**src/rtl/segment_segment_distance_macros.svh**
```systemverilog
// Assertion helpers for the segment distance block.
`ifndef SEGMENT_SEGMENT_DISTANCE_MACROS_SVH
`define SEGMENT_SEGMENT_DISTANCE_MACROS_SVH

// Same-cycle implication, off while reset is held.
`define SSD_ASSERT_NOW(lbl, clk, rst_n, ante, cons, msg) \
    lbl: assert property (@(posedge clk) disable iff (!rst_n) (ante) |-> (cons)) \
        else $error(msg);

// Next-cycle implication, off while reset is held.
`define SSD_ASSERT_NEXT(lbl, clk, rst_n, ante, cons, msg) \
    lbl: assert property (@(posedge clk) disable iff (!rst_n) (ante) |=> (cons)) \
        else $error(msg);

`endif

```
**src/rtl/ssd_pkg.sv**
```systemverilog
package ssd_pkg;

    localparam int COORD_BITS_DEF = 24;
    // Segment parameters are Q1.16
    localparam int SC_BITS        = 16;
    localparam int QUEUE_DEPTH    = 4;

    typedef struct packed {
        logic full;
        logic empty;
    } t_q_stat;

endpackage

```
**src/rtl/ssd_fifo.sv**
```systemverilog
module ssd_fifo #(
    parameter int W = 8
) (
    input  logic             i_clk,
    input  logic             i_rst_n,
    input  logic             i_push,
    input  logic [W-1:0]     i_data,
    output ssd_pkg::t_q_stat o_stat,
    output logic             o_vld,
    output logic [W-1:0]     o_data
);
    import ssd_pkg::*;

    localparam int AW = $clog2(QUEUE_DEPTH);
    localparam int NW = $clog2(QUEUE_DEPTH + 1);

    logic [W-1:0]  r_mem [QUEUE_DEPTH];
    logic [AW-1:0] r_wp;
    logic [AW-1:0] r_rp;
    logic [NW-1:0] r_cnt;
    logic          pop;

    // back end never stalls: drain whenever something is queued
    assign pop = (r_cnt != '0);

    always_ff @(posedge i_clk) begin
        if (i_push) begin
            r_mem[r_wp] <= i_data;
        end
        if (pop) begin
            o_data <= r_mem[r_rp];
        end
    end

    always_ff @(posedge i_clk) begin
        if (!i_rst_n) begin
            r_wp  <= '0;
            r_rp  <= '0;
            r_cnt <= '0;
            o_vld <= 1'b0;
        end else begin
            o_vld <= pop;
            if (i_push) begin
                r_wp <= (r_wp == AW'(QUEUE_DEPTH - 1)) ? '0 : r_wp + AW'(1);
            end
            if (pop) begin
                r_rp <= (r_rp == AW'(QUEUE_DEPTH - 1)) ? '0 : r_rp + AW'(1);
            end
            r_cnt <= r_cnt + NW'(i_push) - NW'(pop);
        end
    end

    assign o_stat.full  = (r_cnt == NW'(QUEUE_DEPTH));
    assign o_stat.empty = (r_cnt == '0);

endmodule

```
**config.mk**
```make
export PLATFORM = sky130hd
export DESIGN_NAME = ssd_fifo
export DESIGN_NICKNAME = d
export VERILOG_FILES = /design/src/rtl/segment_segment_distance_macros.svh /design/src/rtl/ssd_pkg.sv /design/src/rtl/ssd_fifo.sv
export SDC_FILE = /design/constraint.sdc
export NUM_CORES = 1
export LEC_CHECK = 0
export BUFFER_PORTS_ARGS = -buffer_cell sky130_fd_sc_hd__buf_4
export CAP_MARGIN = 20
export CORE_ASPECT_RATIO = 2
export CORE_UTILIZATION = 45
export CTS_BUF_LIST = sky130_fd_sc_hd__clkbuf_8
export DETAILED_ROUTE_END_ITERATION = 8
export MAX_ROUTING_LAYER = met4
export PLACE_DENSITY_LB_ADDON = 0.1
export SLEW_MARGIN = 25
export SYNTH_ARGS = -nofsm -noshare
export SYNTH_HDL_FRONTEND = slang
export SYNTH_SLANG_ARGS = --single-unit
export TNS_END_PERCENT = 5
```
**constraint.sdc**
```tcl
create_clock -name i_clk -period 2.3 [get_ports i_clk]
set_clock_uncertainty 0.05 [all_clocks]
set_input_delay 0.46 -clock i_clk [delete_from_list [all_inputs] [get_ports i_clk]]
set_output_delay 0.46 -clock i_clk [all_outputs]
set_load 0.1 [all_outputs]
```
**Yosys cells after proc, flatten, opt, wreduce, memory -nomap -nowiden**

Memories as Yosys holds them, arrays and structs flattened. A register that Yosys moved wholly into a read port is not among the register bits.
Cells that the tools add are included.

- RAM bits: 32
- Memories kept: 1
- Logic and storage cells: 18
- Output and inout bits: 11
- Bits in registers: 8

- Mux-type cells: 4
- Reduce and logical (&&, ||, !) cells: 2
- Equality and inequality tests: 3
- Add/subtract/negate cells: 4

Memory list:

| memory | depth | width | read ports | clocked after memory_dff | write ports | RTL line | text |
|---|---|---|---|---|---|---|---|
| r_mem | 4 | 8 | 1 | 1 | 1 | ssd_fifo.sv:17 | `logic [W-1:0] r_mem [QUEUE_DEPTH];` |

Operators with widths:

| kind | count |
|---|---|
| 2-bit by 1-bit adder with 2-bit output, second input constant | 2 |
| 2-bit == test, second input constant | 2 |
| 2-bit two-way mux | 2 |
| 3-bit by 1-bit adder with 3-bit output | 1 |
| 3-bit == test, second input constant | 1 |
| 3-bit zero test | 1 |
| 3-bit nonzero test | 1 |
| 3-bit by 1-bit subtractor with 3-bit output | 1 |
| 1-bit two-way mux | 2 |

**Longest topological paths before layout**

- Word-level depth: 2
- Depth in mapped cells: 8

**Least setup slack after synthesis**

OpenSTA, ideal clock, no wires.

- Kind: register to register
- From: register r_cnt[1]
- To: register r_cnt[2]
- Setup time: 115 ps
- Cell stages (with the launch flop): 9
- Arrival time: 2879 ps
- Slack: -744 ps
- Data required time: 2135 ps
- Path through: dfxtp_1 > nor3_4 > inv_1 > ha_1 > inv_1 > ha_1 > fa_1 > xnor3_1 > and2_1

- Cells in the longest elaborated chain, start to end: 2
- Elaborated cells on any way between the ends: 3
- Those cells by class: add/sub: 2; reduce/logical: 1

Ends and longest elaborated chain:

| item | RTL line | text |
|---|---|---|
| start, declared | ssd_fifo.sv:20 | `logic [NW-1:0] r_cnt;` |
| start signal, assigned | ssd_fifo.sv:49 | `r_cnt <= r_cnt + NW'(i_push) - NW'(pop);` |
| 3-bit nonzero test | ssd_fifo.sv:24 | `assign pop = (r_cnt != '0);` |
| named net pop | ssd_fifo.sv:21 | `logic pop;` |
| 3-bit by 1-bit subtractor with 3-bit output | ssd_fifo.sv:49 |  |

The timed path passes the listed nets, and every way through them passes these cells.
A chain may end at the register's enable or synchronous reset.

**Worst setup path after layout**

- From: register r_cnt[2]
- To: register r_cnt[2]

Same word-level chain as after synthesis.

==> impl_metrics.csv <==
group,metric,value,unit
routing,route.detailed.vias_per_inst,4.93,
cts,cts-hold-fix-buffers,0,
critical_path,max_stage_delay,340,ps
routing,drt-wirelength-per-cell,15.7,um
synthesis,synthDistinctLibCells,19,
routing,dr.first_iter.drc_count,17,
sta,tightest_hold_margin,314,ps
die,die_area,4440,sq um
die,io_pins,22,
final_layout,nets,141,
cts,cts-root-buf,"clkbuf_8",
synthesis,number_of_warning_messages_in_the_yosys_log,0,
cts,cts.path.max_buffers,2,
cts,clkLatencyLatePin,290,ps
synthesis,synthMostInstantiatedCell,"edfxtp_1",
final_layout,antennaDiodeCount,0,
sta,worstMarginPinSlew,644,ps
synthesis,postSynthCellCount,96,
sta,max_freq,511,MHz
outcome,run_status,"complete, no violations",
die,floorplan.die.height,93.2,um
place,place_worst_setup_slack,327,ps
synthesis,fraction_of_synthesis_flops_using_an_asynchronous_set_or_reset_pin,0,
sta,fin_crit,1960,ps
routing,wirelength,2.74,mm
critical_path,timing.critical_path.required,2430,ps
cts,cts.sink_count,48,
synthesis,netlist.area_leader.share,0.642,
die,total_number_of_placement_rows,32,
final_layout,fraction_of_layout_instances_using_a_drive_strength_above_1,0.366,
synthesis,mappedNetlistArea,1870,sq um
place,dpl.hpwl,1.96,mm
cts,cts_setup_buffers,0,
die,die-width,47.6,um
die,floorplan.initialDensity,0.477,
critical_path,cp_max_fo,9,
final_layout,combined_area_of_the_multi_input_logic_cells,488,sq um
cts,cts.reportedPaths.clkPinSlew,80,ps
synthesis,ys_seq_elements,48,
routing,drt-pass1-iter-count,4,
routing,ant_nets,0,
global_routing,groute.usage.overall,0.156,
sta,setup_viol,0,
job,max_cap_violations,0,
critical_path,timing.critical_path.arrival,2090,ps
synthesis,netlist_top_cells_count,"edfxtp_1 (40), dfxtp_1 (8), mux4_2 (8)",
place,placer_congestion_estimate,0.690,
critical_path,cpMaxStageDelayCell,"dfxtp_2",
synthesis,avgSynthCellArea,19.5,sq um
critical_path,end_kind,"flop",
place,port_buffers,21,
final_layout,fillers,332,
final_layout,regArea,1360,sq um
critical_path,worstSetupStartpointType,"flop",
critical_path,worstSetupPathType,"flop to flop",
synthesis,synth.area.top_cells,"edfxtp_1 (64%), mux4_2 (9.6%), dfxtp_1 (8.6%), ha_1 (4.7%), and2_1 (2.3%)",
cts,cts-buffers-inserted,5,
sta,timing_hold_violations_final,0,
final_layout,area_delta_synth_final,17.4,%
global_routing,number_of_antenna_violations_at_the_first_check_in_global_routing,0,
cts,cts_tree,"built",
synthesis,syn_nets,115,
sta,report.final.slew_viol_count,0,
synthesis,share_of_the_yosys_chip_area_belonging_to_registers,0.727,
global_routing,global_route_congestion_overflow_total,0,
routing,detail_route.drc_violations,0,
sta,worst_slack,344,ps
global_routing,grt_pass1_wl,4.44,mm
critical_path,path_cells,"nor3_4 > inv_2 > ha_4 > inv_2 > ha_4 > fa_2 > xnor3_1 > and2_1",
cts,cts_resized,0,
sta,setup_repair_after_global_routing_missed_its_margin,"no",
sta,finalCritPeriodShare,0.851,
worst_hold_path,worstHoldPathType,"input port to flop",
synthesis,synth_top_area_cell,"edfxtp_1",
routing,via_count_of_the_routed_design,857,
global_routing,maximum_number_of_pins_on_one_net_before_global_route_repair,15,
global_routing,grt_pass1_vias,925,
die,core_ar,3920,sq um
sta,worst_slew_margin_rel,0.570,
synthesis,synthFlopType,"edfxtp_1",
synthesis,synth_enable_flop_cells,40,
cts,h-tree-depth,2,
final_layout,finished_core_util,0.560,
-- layout make-up --
cell class / count / area share
Multi-Input combinational cell: 38 / 0.222
Tap cell: 51 / 0.0290
Sequential cell: 48 / 0.620
Timing Repair Buffer: 22 / 0.0751
Clock inverter: 2 / 0.00455
Inverter: 7 / 0.0120
Clock buffer: 6 / 0.0376
-- final timing paths --
kind | end | start | slack (ps) | cells after the start
setup reg to reg | r_cnt[2]$_SDFF_PN0_ | r_cnt[2]$_SDFF_PN0_ | 340 | 8
hold / removal | r_mem[0][7]$_DFFE_PP_ | i_data[7] | 310 | 1
setup / recovery | r_cnt[2]$_SDFF_PN0_ | r_cnt[2]$_SDFF_PN0_ | 340 | 8
hold reg to reg | r_wp[1]$_SDFFE_PN0P_ | r_wp[1]$_SDFFE_PN0P_ | 520 | 2
-- layout by cell type (no fill, tap or decap), types with 2 or more instances in the layout --
| cell | count |
|---|---|
| mux2i_1 | 3 |
| dfxtp_1 | 7 |
| nor2b_1 | 3 |
| and2_1 | 7 |
| edfxtp_1 | 40 |
| nand2_1 | 3 |
| ha_1 | 5 |
| mux4_2 | 8 |
| clkbuf_8 | 6 |
| buf_4 | 22 |
| clkinv_2 | 2 |
| ha_4 | 2 |
| inv_1 | 5 |
| inv_2 | 2 |
-- critical path: cells and delay by family, from the launching register on --
kind,cells,cell delay (ps)
xor gates and xnor gates,1,170
adders and majority gates,3,780
buffers and inverters,2,180
DFF,1,340
and+or+nand+nor,2,340
-- routing by layer --
| metal | global-route usage | wire (um) | up-vias | share of wire |
|---|---|---|---|---|
| met1 | 0.160 | 1040 | 421 | 0.38 |
| met3 | 0.0367 | 102 | 7 | 0.037 |
| met5 | - | 0 | - | 0 |
| li1 | - | - | 409 | - |
| met4 | 0.0764 | 75 | 0 | 0.027 |
| met2 | 0.263 | 1520 | 20 | 0.56 |
-- per-stage QoR --
step	setup TNS [ps]	std cells	area, sq um
after floorplan	-1050	96	1900
after global placement	0	166	2110
after detailed placement	0	166	2110
after CTS	0	174	2200
after global routing	0	174	2200
final	0	174	2200
-- cell families after synthesis --
family / share of synthesized area
adders and majority gates: 0.0575
AOI/OAI and AO/OA: 0.00401
xor gates and xnor gates: 0.0120
muxes: 0.112
buffers and inverters: 0.0267
DFF: 0.727
and+or+nand+nor: 0.0602
-- registers in the layout, summed over array words and instances (netlist names) --
| register | flops |
|---|---|
| o_data | 8 |
| o_vld | 1 |
| r_cnt | 3 |
| r_mem | 32 |
| r_rp | 2 |
| r_wp | 2 |
Power is not shown: default switching activity piles up to over one toggle a cycle in this logic, so the estimate is an artifact.
